--- src/hdl/lkvc_pkg.sv ---
package lkvc_pkg;

    localparam int ENTRIES    = 16;
    localparam int VALUE_BITS = 64;
    localparam int IDX_BITS   = $clog2(ENTRIES);
    localparam int CNT_BITS   = $clog2(ENTRIES + 1);
    localparam int KEY_BITS   = 32;
    localparam int CAP_BITS   = 5;

    typedef logic [IDX_BITS-1:0]   idx_t;
    typedef logic [CNT_BITS-1:0]   cnt_t;
    typedef logic [VALUE_BITS-1:0] value_t;

    typedef enum logic [1:0] {
        ACT_PUT    = 2'd0,
        ACT_GET    = 2'd1,
        ACT_REMOVE = 2'd2,
        ACT_NONE   = 2'd3
    } action_t;

    typedef enum logic [1:0] {
        ST_IDLE  = 2'd0,
        ST_READ  = 2'd1,
        ST_WRITE = 2'd2
    } state_t;

    // Write command to the value memory.
    typedef struct packed {
        logic   we;
        idx_t   addr;
        value_t data;
    } vmem_wr_t;

endpackage

--- src/hdl/lkvc_value_ram.sv ---
module lkvc_value_ram
(
    input  logic                clk,
    input  lkvc_pkg::vmem_wr_t  wr,
    input  lkvc_pkg::idx_t      rd_addr,
    output lkvc_pkg::value_t    rd_data
);
    import lkvc_pkg::*;

    value_t mem [ENTRIES];

    // Synchronous write and registered read.
    always_ff @(posedge clk)
    begin
        if (wr.we)
        begin
            mem[wr.addr] <= wr.data;
        end
        rd_data <= mem[rd_addr];
    end

endmodule

--- src/hdl/lru_key_value_cache.sv ---
// Channel  | Ports                              | Handshake
// config   | capacity_we, capacity              | written when capacity_we is high
// request  | start, action, key, write_value    | taken when start high and busy low
// result   | done, hit, read_value              | one cycle, cannot be stalled
// A request passes through match and rank update, then the value memory
// read, then done. The registered memory read and the output hold register set this.
// Reset clears valid bits, ranks and count at once; keys and values need none.
// A result is shown for one cycle on done; the receiver cannot stall it.
module lru_key_value_cache
(
    input  logic                        clk,
    input  logic                        rst_n,
    input  logic                        capacity_we,
    input  logic [4:0]                  capacity,
    input  logic                        start,
    output logic                        busy,
    input  logic [1:0]                  action,
    input  logic signed [31:0]          key,
    input  logic [63:0]                 write_value,
    output logic                        done,
    output logic                        hit,
    output logic [63:0]                 read_value
);
    import lkvc_pkg::*;

    logic [CAP_BITS-1:0] cap_reg;
    state_t              state_reg, state_next;
    logic [ENTRIES-1:0]  valid_reg;
    logic [KEY_BITS-1:0] key_mem_reg [ENTRIES];
    idx_t                rank_reg [ENTRIES];
    cnt_t                count_reg;
    logic                hit_reg;
    logic                get_reg;
    value_t              rd_raw;
    vmem_wr_t            wr;
    idx_t                rd_addr;

    // Capacity register.
    always_ff @(posedge clk or negedge rst_n)
    begin
        if (!rst_n)
            cap_reg <= CAP_BITS'(16);
        else if (capacity_we)
            cap_reg <= capacity;
    end

    // Match logic on the incoming request.
    logic [ENTRIES-1:0] match;
    logic               found;
    idx_t               found_idx;
    idx_t               free_idx;
    logic               free_ok;
    idx_t               lru_idx;
    logic               lru_ok;
    cnt_t               eff_cap;
    always_comb
    begin
        found = 1'b0; found_idx = '0; free_ok = 1'b0; free_idx = '0;
        lru_ok = 1'b0; lru_idx = '0;
        for (int i = 0; i < ENTRIES; i++)
        begin
            match[i] = valid_reg[i] && (key_mem_reg[i] == key);
        end
        for (int i = ENTRIES - 1; i >= 0; i--)
        begin
            if (match[i]) begin found = 1'b1; found_idx = idx_t'(i); end
            if (!valid_reg[i]) begin free_ok = 1'b1; free_idx = idx_t'(i); end
            if (valid_reg[i] && ({1'b0, rank_reg[i]} == CNT_BITS'(count_reg - 1'b1)))
            begin
                lru_ok = 1'b1; lru_idx = idx_t'(i);
            end
        end
        if (cap_reg == '0)
            eff_cap = cnt_t'(1);
        else if (32'(cap_reg) > ENTRIES)
            eff_cap = cnt_t'(ENTRIES);
        else
            eff_cap = cnt_t'(cap_reg);
    end

    logic accept;
    assign accept = start && (state_reg == ST_IDLE);

    // Tag, valid, rank and count update in the accept cycle.
    logic               evict;
    idx_t               slot;
    always_comb
    begin
        evict = (count_reg >= eff_cap) && lru_ok;
        if (evict)
            slot = lru_idx;
        else
            slot = free_idx;
    end

    always_ff @(posedge clk or negedge rst_n)
    begin
        if (!rst_n)
        begin
            valid_reg <= '0;
            count_reg <= '0;
            for (int i = 0; i < ENTRIES; i++) rank_reg[i] <= '0;
        end
        else if (accept)
        begin
            unique case (action_t'(action))
                ACT_PUT, ACT_GET:
                begin
                    if (found)
                    begin
                        for (int i = 0; i < ENTRIES; i++)
                            if (valid_reg[i] && rank_reg[i] < rank_reg[found_idx])
                                rank_reg[i] <= rank_reg[i] + 1'b1;
                        rank_reg[found_idx] <= '0;
                    end
                    else if (action_t'(action) == ACT_PUT && (evict || free_ok))
                    begin
                        // An insert takes the oldest slot on eviction, else a free one; all others age by one.
                        for (int i = 0; i < ENTRIES; i++)
                            if (valid_reg[i] && idx_t'(i) != slot)
                                rank_reg[i] <= rank_reg[i] + 1'b1;
                        rank_reg[slot]  <= '0;
                        valid_reg[slot] <= 1'b1;
                        if (!evict) count_reg <= count_reg + 1'b1;
                    end
                end
                ACT_REMOVE:
                begin
                    if (found)
                    begin
                        for (int i = 0; i < ENTRIES; i++)
                            if (valid_reg[i] && rank_reg[i] > rank_reg[found_idx])
                                rank_reg[i] <= rank_reg[i] - 1'b1;
                        rank_reg[found_idx]  <= '0;
                        valid_reg[found_idx] <= 1'b0;
                        count_reg <= count_reg - 1'b1;
                    end
                end
                default: ;
            endcase
        end
    end

    // Key store: written on insert only.
    always_ff @(posedge clk)
    begin
        if (accept && action_t'(action) == ACT_PUT && !found && (evict || free_ok))
            key_mem_reg[slot] <= key;
    end

    // Value memory write on any put, read for get.
    always_comb
    begin
        wr.we   = accept && action_t'(action) == ACT_PUT && (found || evict || free_ok);
        wr.addr = found ? found_idx : slot;
        wr.data = value_t'(write_value);
        rd_addr = found_idx;
    end

    lkvc_value_ram u_ram
    (
        .clk     (clk),
        .wr      (wr),
        .rd_addr (rd_addr),
        .rd_data (rd_raw)
    );

    // Sequencer.
    always_ff @(posedge clk or negedge rst_n)
    begin
        if (!rst_n)
            state_reg <= ST_IDLE;
        else
            state_reg <= state_next;
    end

    always_comb
    begin
        unique case (state_reg)
            ST_IDLE:  state_next = accept ? ST_READ : ST_IDLE;
            ST_READ:  state_next = ST_WRITE;
            ST_WRITE: state_next = ST_IDLE;
            default:  state_next = ST_IDLE;
        endcase
    end

    always_ff @(posedge clk)
    begin
        if (accept)
        begin
            hit_reg <= found && (action_t'(action) != ACT_NONE);
            get_reg <= found && (action_t'(action) == ACT_GET);
        end
    end

    value_t rd_hold_reg;
    always_ff @(posedge clk)
    begin
        if (state_reg == ST_READ)
            rd_hold_reg <= rd_raw;
    end

    // Result outputs.
    always_comb
    begin
        busy       = (state_reg != ST_IDLE);
        done       = (state_reg == ST_WRITE);
        hit        = done && hit_reg;
        read_value = (done && get_reg) ? 64'(rd_hold_reg) : 64'd0;
    end

endmodule
--- config.mk ---
export PLATFORM = sky130hd
export DESIGN_NAME = lru_key_value_cache
export DESIGN_NICKNAME = d
export VERILOG_FILES = /design/src/hdl/lkvc_pkg.sv /design/src/hdl/lkvc_value_ram.sv /design/src/hdl/lru_key_value_cache.sv
export SDC_FILE = /design/constraint.sdc
export NUM_CORES = 2
export LEC_CHECK = 0
export BUFFER_PORTS_ARGS = -buffer_cell sky130_fd_sc_hd__buf_2
export CAP_MARGIN = 40
export CORE_MARGIN = 3
export CORE_UTILIZATION = 60
export CTS_CLUSTER_SIZE = 14
export DETAILED_ROUTE_END_ITERATION = 8
export GPL_ROUTABILITY_DRIVEN = 0
export PLACE_DENSITY = 0.77
export SETUP_SLACK_MARGIN = 0.02
export SLEW_MARGIN = 20
export SYNTH_ARGS = -nofsm -noshare
export SYNTH_HDL_FRONTEND = slang
export SYNTH_SLANG_ARGS = --single-unit
--- constraint.sdc ---
create_clock -name clk -period 17.6 [get_ports clk]
set_input_delay 3.52 -clock clk [delete_from_list [all_inputs] [get_ports clk]]
set_output_delay 3.52 -clock clk [all_outputs]
set_load 0.1 [all_outputs]
Word level (Yosys, flattened, before mapping)
Memory sizes are Yosys's and may differ from the RTL's. A register that Yosys moved wholly into a read port is not among the register bits.
Cells that the tools add are included.
{"block": "op_classes", "bitwise_logic": 10, "n_mux": 339, "eq_ne": 57, "n_addsub": 34, "reduce_logical": 109, "order_cmp": 42}
{"operator": "4-bit two-way mux", "count": 262}
{"operator": "32-bit == test", "count": 16}
{"operator": "64-bit two-way mux", "count": 4}
{"operator": "64-bit AND", "count": 3}
{"operator": "64-bit inverter", "count": 2}
{"operator": "64-bit one-hot mux with 2 select lines", "count": 1}
{"operator": "1-bit logical AND", "count": 95}
{"operator": "4-bit by 5-bit == test with 1-bit output", "count": 16}
{"operator": "4-bit by 1-bit adder with 4-bit output, second input constant", "count": 16}
{"operator": "4-bit greater-than comparator", "count": 16}
{"operator": "4-bit < comparator", "count": 16}
{"operator": "4-bit by 1-bit subtractor with 4-bit output, second input constant", "count": 16}
{"operator": "1-bit two-way mux", "count": 55}
{"operator": "16-bit two-way mux", "count": 3}
{"operator": "4-bit demux with 4-bit select", "count": 2}
{"operator": "4-bit inequality test, first input constant", "count": 8}
{"operator": "16-bit one-hot mux with 2 select lines", "count": 1}
{"operator": "5-bit two-way mux", "count": 6}
{"operator": "16-bit AND", "count": 1}
{"operator": "4-bit binary-select mux with 4-bit select", "count": 1}
{"operator": "3-bit by 4-bit inequality test with 1-bit output, first input constant", "count": 4}
{"operator": "16-bit inverter", "count": 1}
{"operator": "16-bit OR", "count": 1}
{"operator": "5-bit >= comparator, second input constant", "count": 2}
{"operator": "other kinds (27)", "count": 43}
{"block": "totals", "word_cells": 616, "regBits": 158, "mem_bits_rw": 1536, "memories": 2, "inputBits": 107}
{"name": "u_ram.mem", "words": 16, "width": 64, "read_ports": 1, "rd_clocked_by_memory_dff": 1, "write_ports": 1, "line": "lkvc_value_ram.sv:10", "source": "value_t mem [ENTRIES];"}
{"name": "key_mem_reg", "words": 16, "width": 32, "read_ports": 16, "rd_clocked_by_memory_dff": 0, "write_ports": 1, "line": "lru_key_value_cache.sv:29", "source": "logic [KEY_BITS-1:0] key_mem_reg [ENTRIES];"}

Longest topological paths before layout
{"block": "depth", "word_depth": 32, "mapped_depth": 31, "ltp_nobuf": 25}

By module
From an unflattened synthesis, not the netlist that was laid out.
{"block": "hier_totals", "hier_cells": 5066, "hier_area_um2": 77879.7}
{"module": "lkvc_value_ram", "instances": 1, "cells_each": 1647, "area_per_inst_um2": 39581.7}
{"module": "lru_key_value_cache", "instances": 1, "cells_each": 3419, "area_per_inst_um2": 38298.0}

Worst setup path after synthesis
OpenSTA, ideal clock, no wires.
{"block": "synth_timing", "path_type": "in2reg", "from": "input key[11]", "to": "memory u_ram.mem[14][0] in the netlist's numbering (enable)", "stages": 15, "required_ps": 17114, "setup_ps": 486, "setup_slack_ps": 8240, "arrival_time_ps": 8874, "n_path_buf": 4, "cell_sequence": "buf_4 -> buf_6 -> xor2_1 -> nor4_1 -> nand3_1 -> or4_1 -> nand2b_1 -> a21bo_1 -> and3_4 -> o221ai_4 -> buf_6 -> buf_2 -> nand2_1 -> or2_1 -> nor2_1"}
{"block": "synth_via", "elab_chain_len": 23, "elab_cells_between_ends": 70, "cone_classes": "16 x eq/ne; 35 x mux; 19 x reduce/logical"}
{"item": "start, declared", "line": "lru_key_value_cache.sv:18", "source": "input logic signed [31:0] key,"}
{"item": "32-bit == test", "line": "lru_key_value_cache.sv:62", "source": "match[i] = valid_reg[i] && (key_mem_reg[i] == key);"}
{"item": "1-bit logical AND", "line": "lru_key_value_cache.sv:62"}
{"item": "1-bit two-way mux (16 in series)", "line": "lru_key_value_cache.sv:66", "source": "if (match[i]) begin found = 1'b1; found_idx = idx_t'(i); end"}
{"item": "1-bit logical OR (2 in series)", "line": "lru_key_value_cache.sv:154", "source": "wr.we = accept && action_t'(action) == ACT_PUT && (found || evict || free_ok);"}
{"item": "1-bit logical AND", "line": "lru_key_value_cache.sv:154"}
{"item": "1-bit two-way mux", "line": "lkvc_value_ram.sv:15", "source": "if (wr.we)"}
{"item": "1-bit two-way mux (implied by the code)", "line": "lkvc_value_ram.sv:17", "source": "mem[wr.addr] <= wr.data;"}
{"item": "end, declared", "line": "lkvc_value_ram.sv:10"}
Several ways; a longest one is shown, not always the timed one.

Worst setup path in the final report
{"block": "layout_timing", "from": "input key[18]", "to": "register rank_reg[58] in the netlist's numbering"}
{"block": "layout_via", "elab_chain_len": 31, "elab_cells_between_ends": 94, "cone_classes": "4 x order compare; 18 x eq/ne; 48 x mux; 4 x bitwise; 20 x reduce/logical"}
{"item": "32-bit == test", "line": "lru_key_value_cache.sv:62"}
{"item": "1-bit logical AND", "line": "lru_key_value_cache.sv:62"}
{"item": "4-bit two-way mux (16 in series)", "line": "lru_key_value_cache.sv:66"}
{"item": "4-bit inverter with 5-bit output (implied by the code)"}
{"item": "4-bit binary-select mux with 4-bit select", "line": "lru_key_value_cache.sv:112, lru_key_value_cache.sv:132"}
{"item": "4-bit two-way mux (implied by the code) (2 in series)", "line": "lru_key_value_cache.sv:112, lru_key_value_cache.sv:132"}
{"item": "4-bit greater-than comparator or 4-bit < comparator (tied branches)", "line": "lru_key_value_cache.sv:132, lru_key_value_cache.sv:112"}
{"item": "1-bit logical AND (on tied branches)", "line": "lru_key_value_cache.sv:132, lru_key_value_cache.sv:112"}
{"item": "4-bit two-way mux (on tied branches)", "line": "lru_key_value_cache.sv:132, lru_key_value_cache.sv:112"}
{"item": "4-bit two-way mux (on tied branches)", "line": "lru_key_value_cache.sv:129, lru_key_value_cache.sv:109"}
{"item": "4-bit two-way mux", "line": "lru_key_value_cache.sv:106", "source": "unique case (action_t'(action))"}
{"item": "4-bit two-way mux", "line": "lru_key_value_cache.sv:104", "source": "else if (accept)"}
{"item": "64-bit AND (no line)"}
{"item": "64-bit two-way mux (on tied branches)", "line": "lru_key_value_cache.sv:129, lru_key_value_cache.sv:109"}
{"item": "64-bit one-hot mux with 2 select lines", "line": "lru_key_value_cache.sv:106"}
{"item": "end signal, assigned by index", "line": "lru_key_value_cache.sv:113", "source": "rank_reg[i] <= rank_reg[i] + 1'b1;"}
{"item": "end signal, assigned by index", "line": "lru_key_value_cache.sv:121", "source": "rank_reg[i] <= rank_reg[i] + 1'b1;"}
{"item": "end signal, assigned by index", "line": "lru_key_value_cache.sv:133", "source": "rank_reg[i] <= rank_reg[i] - 1'b1;"}
{"item": "end, declared", "line": "lru_key_value_cache.sv:30", "source": "idx_t rank_reg [ENTRIES];"}
Several ways; a longest one is shown, not always the timed one. The select of a mux whose other input is x is not followed.
A chain may end at the register's enable or synchronous reset.

==> summary.txt <==
Clock tree
  – Clock buffer depth: 3
  – Clk_lat worst skew: between 0.8 and 0.9 ns
  – CTS resizes: 0
  – CTS Root Cell: clkbuf_16
  – CTS tree: done
  – Post-CTS Hold Buffers: 0
  – TritonCTS buffer count: around 170
  – Reg clk slew, reported paths: ~0.07 ns
  – H-tree depth: 4
  – Clk sinks: 1758
  – Post-CTS Setup Inserts: 0

Synthesis
  – Asr flop ratio synth: 0.0523
  – Post-Syn Instances: 5499
  – Post-Syn Area per Cell: roughly 14 sq um
  – Number of synthesized flops with an enable pin: 1602
  – Share of the yosys chip area belonging to registers: 0.657
  – Mapped Area: approximately 79000 sq um
  – Ys flop type: edfxtp_1
  – Yosys cell types: around 110
  – Syn Nets: roughly 5700
  – YS warnings: 0
  – Seq cells post-synth: roughly 1800

Power and ir drop
  – Peak supply drop: between 0.1 and 0.15 mV
  – Tot Pwr: approximately 10000 uW
  – Static Leakage: roughly 0.033 uW
  – Pwr dens: approximately 120 nW/um^2

Critical path
  – Top delay family on crit path: simple AND/OR/NAND/NOR gates
  – Setup CP Type: in -> reg
  – Worst R2R Path Depth: 24
  – Setup crit end: rank_reg[58]
  – Crit path largest cell delay: ~0.70 ns
  – Critical R2R Launch: key_mem_reg[3][18]
  – Crit-path max FO: 34
  – CP bufs+invs: 7
  – Crit path required time: ~18 ns
  – Reg-to-reg slack, setup: roughly 11 ns
  – R2R Path End: rank_reg[58]
  – Crit path from: key[18]
  – Critical path depth in cells: 26
  – Startpoint types: input port
  – CP Capture Type: flip-flop
  – Crit path DAT: around 11 ns
  – Crit-path slowest cell: nor4_1

Layout
  – Final nets: between 5000 and 6000
  – Filler Cells Inserted: between 8000 and 9000
  – Largest register FFs: roughly 1000
  – Non-filler cells, final: 7603
  – Area grow syn2layout: 11.3%
  – Layout cells sized above 1: 0.133

Global route
  – Total GRT Usage: 0.309
  – Vias in the first global route: 49348
  – Largest net degree at the start of global routing: 63
  – Residual overflow from global routing: 0
  – First-pass GRT wire length: around 310 mm
  – Initial antenna violation count: 25

Placed design
  – I/O Buffers: between 150 and 200
  – HPWL Detailed: 123 mm
  – Placed Cells incl. Taps: slightly above 7000

Hold path
  – Hold path startpoint: u_ram.rd_data[22]
  – Hold WC Path Type: reg -> reg

Floorplanning
  – Die ar.: roughly 140000 sq um
  – Rows: approximately 130
  – Initial Utilization: 0.606
  – Die height: approximately 370 um
  – CORE AREA: ~130000 sq um
  – Ports: 174
  – Width of the die: ~370 um

Timing
  – Least-Margin Pin Slew: between 0.9 and 1 ns
  – Slew margin rel.: 0.379
  – Final hold vios: 0
  – RSZ-0062 raised after global routing: false
  – Fmax: approximately 99 MHz
  – Worst clock skew: about 0.044 ns
  – Final setup violation count: 0
  – Pins over their slew limit: 0
  – Min cycle time layout: around 10 ns
  – Final period utilization: 0.571
  – Final TNS setup: 0 ns

Route
  – Post-DR wirelength/cell: between 20 and 30 um
  – DR iter-0 viols: roughly 6400
  – Via count: roughly 50000
  – Drt total wl: roughly 210 mm
  – Antenna Nets Post-Route: 0
  – Post-route DRC: 0
  – DRT Pass-1 Iters: 6
  – Vias per inst: about 6.6

Outcome
  – Outcome: finished clean

Flow run
  – Max Cap Viol: 0
## layout make-up
cell class                      instances  area (sq um)  area share
Multi-Input combinational cell       3359         25000       0.286
Clock buffer                          240          4770      0.0545
Timing Repair Buffer                  338          2650      0.0302
Tap cell                             1742          2180      0.0249
Antenna cell                           12          30.0    0.000343
Inverter                               74           278     0.00317
Sequential cell                      1758         51700       0.590
Clock inverter                         80           940      0.0107
## synthesized netlist by cell type, types with 16 or more instances
library cell | instances | area share
edfxtp_1 | 1602 | 0.61
mux2i_1 | 471 | 0.060
xor2_1 | 403 | 0.045
nor2_1 | 231 | 0.011
o22ai_1 | 223 | 0.018
nand2_1 | 215 | 0.010
a21oi_1 | 193 | 0.012
nor4_1 | 171 | 0.014
xnor2_1 | 168 | 0.019
clkbuf_1 | 125 | 0.0060
o21ai_0 | 124 | 0.0079
nand4_1 | 120 | 0.0095
ha_1 | 103 | 0.016
nand3_1 | 101 | 0.0064
and3_1 | 91 | 0.0072
dfrtp_1 | 91 | 0.029
o211ai_1 | 91 | 0.0087
nor3_1 | 87 | 0.0055
mux2_2 | 80 | 0.011
inv_1 | 74 | 0.0035
buf_4 | 65 | 0.0062
dfxtp_1 | 64 | 0.016
buf_6 | 62 | 0.0089
nand2b_1 | 48 | 0.0038
buf_2 | 40 | 0.0025
a21o_1 | 31 | 0.0030
a211oi_1 | 29 | 0.0028
nor2b_1 | 29 | 0.0023
o21ai_1 | 26 | 0.0017
or3_1 | 19 | 0.0015
or4_1 | 18 | 0.0017
a31oi_1 | 17 | 0.0014
nor4b_1 | 17 | 0.0019
xnor3_1 | 16 | 0.0046
## metal layers
layer  vias to the layer above  routed length [um]  share of wire  global-route usage
li1                      21596                   -              -                   -
met1                     24877               82800           0.39               0.424
met2                      3110               97100           0.46               0.477
met3                       596               23900           0.11              0.0759
met4                        18                8600          0.040               0.126
met5                         -                 123        0.00058                   0
## power by group
group	switching (uW)	internal, uW	total, uW
Sequential	188	4710	4900
Combinational	1190	659	1850
Clock	1580	2100	3680
## layout by cell type (no fill, tap or decap), types with 18 or more instances in the layout
| master | synthesis | final |
|---|---|---|
| xor2_1 | 403 | 403 |
| buf_4 | 65 | 125 |
| mux2i_1 | 471 | 471 |
| nand2b_1 | 48 | 45 |
| nor2_1 | 231 | 205 |
| dfrtp_1 | 91 | 91 |
| nor2b_1 | 29 | 27 |
| xnor2_1 | 168 | 168 |
| inv_1 | 74 | 74 |
| nor4_1 | 171 | 171 |
| o22ai_1 | 223 | 223 |
| o21ai_1 | 26 | 26 |
| clkbuf_16 | 0 | 172 |
| nor2_4 | 1 | 19 |
| clkinv_2 | 0 | 22 |
| ha_1 | 103 | 103 |
| clkbuf_1 | 125 | 47 |
| a21oi_1 | 193 | 193 |
| buf_2 | 40 | 175 |
| a21o_1 | 31 | 31 |
| clkinv_1 | 0 | 21 |
| or4_1 | 18 | 18 |
| nand4_1 | 120 | 120 |
| nor3_1 | 87 | 80 |
| nand2_1 | 215 | 211 |
| nand3_1 | 101 | 101 |
| mux2_2 | 80 | 80 |
| buf_16 | 0 | 22 |
| edfxtp_1 | 1602 | 1602 |
| dfxtp_1 | 64 | 64 |
| clkbuf_8 | 0 | 21 |
| o21ai_0 | 124 | 123 |
| a211oi_1 | 29 | 29 |
| o211ai_1 | 91 | 91 |
| and3_1 | 91 | 91 |
## cells by family (layout without fill, tap and decap cells)
family	Yosys count	count (layout)	synth area share
AOI/OAI and AO/OA	860	860	0.0703
xor gates and xnor gates	590	590	0.0689
adders and majority gates	103	103	0.0164
buffers and inverters	382	732	0.0282
DFF	1758	1758	0.657
muxes	554	554	0.0718
other	0	12	0
and+or+nand+nor	1252	1252	0.0872
## metrics by stage
| stage | instance area, sq um | hold slack (ns) | util | worst slack, ns |
|---|---|---|---|---|
| after floorplan | 78700 | 0.386 | - | 8.24 |
| after global placement | 81000 | 0.387 | 0.624 | 6.88 |
| after detailed placement | 81700 | 0.389 | 0.629 | 6.95 |
| after CTS | 87400 | 0.387 | 0.673 | 7.82 |
| after global routing | 87500 | 0.397 | 0.674 | 7.30 |
| final | 87600 | 0.389 | 0.675 | 7.55 |
## worst reg2reg max path: cells and delay by family (launching register included)
kind / cells / cell delay [ns]
AOI/OAI and AO/OA: 7 / 1.87
xor gates and xnor gates: 1 / 0.15
adders and majority gates: 1 / 0.32
buffers and inverters: 5 / 1.53
DFF: 1 / 0.38
and+or+nand+nor: 10 / 2.72
## how the worst min path moves through the flow
stage                      end  slack [ns]  depth (start not counted)
6_report       rd_hold_reg[22]        0.39                          0
5_1_grt        rd_hold_reg[22]        0.40                          0
4_1_cts        rd_hold_reg[22]        0.39                          0
3_5_place_dp   rd_hold_reg[29]        0.39                          0
3_3_place_gp   rd_hold_reg[16]        0.39                          0
2_1_floorplan   rd_hold_reg[0]        0.39                          0
(Power assumes the default switching activity.)
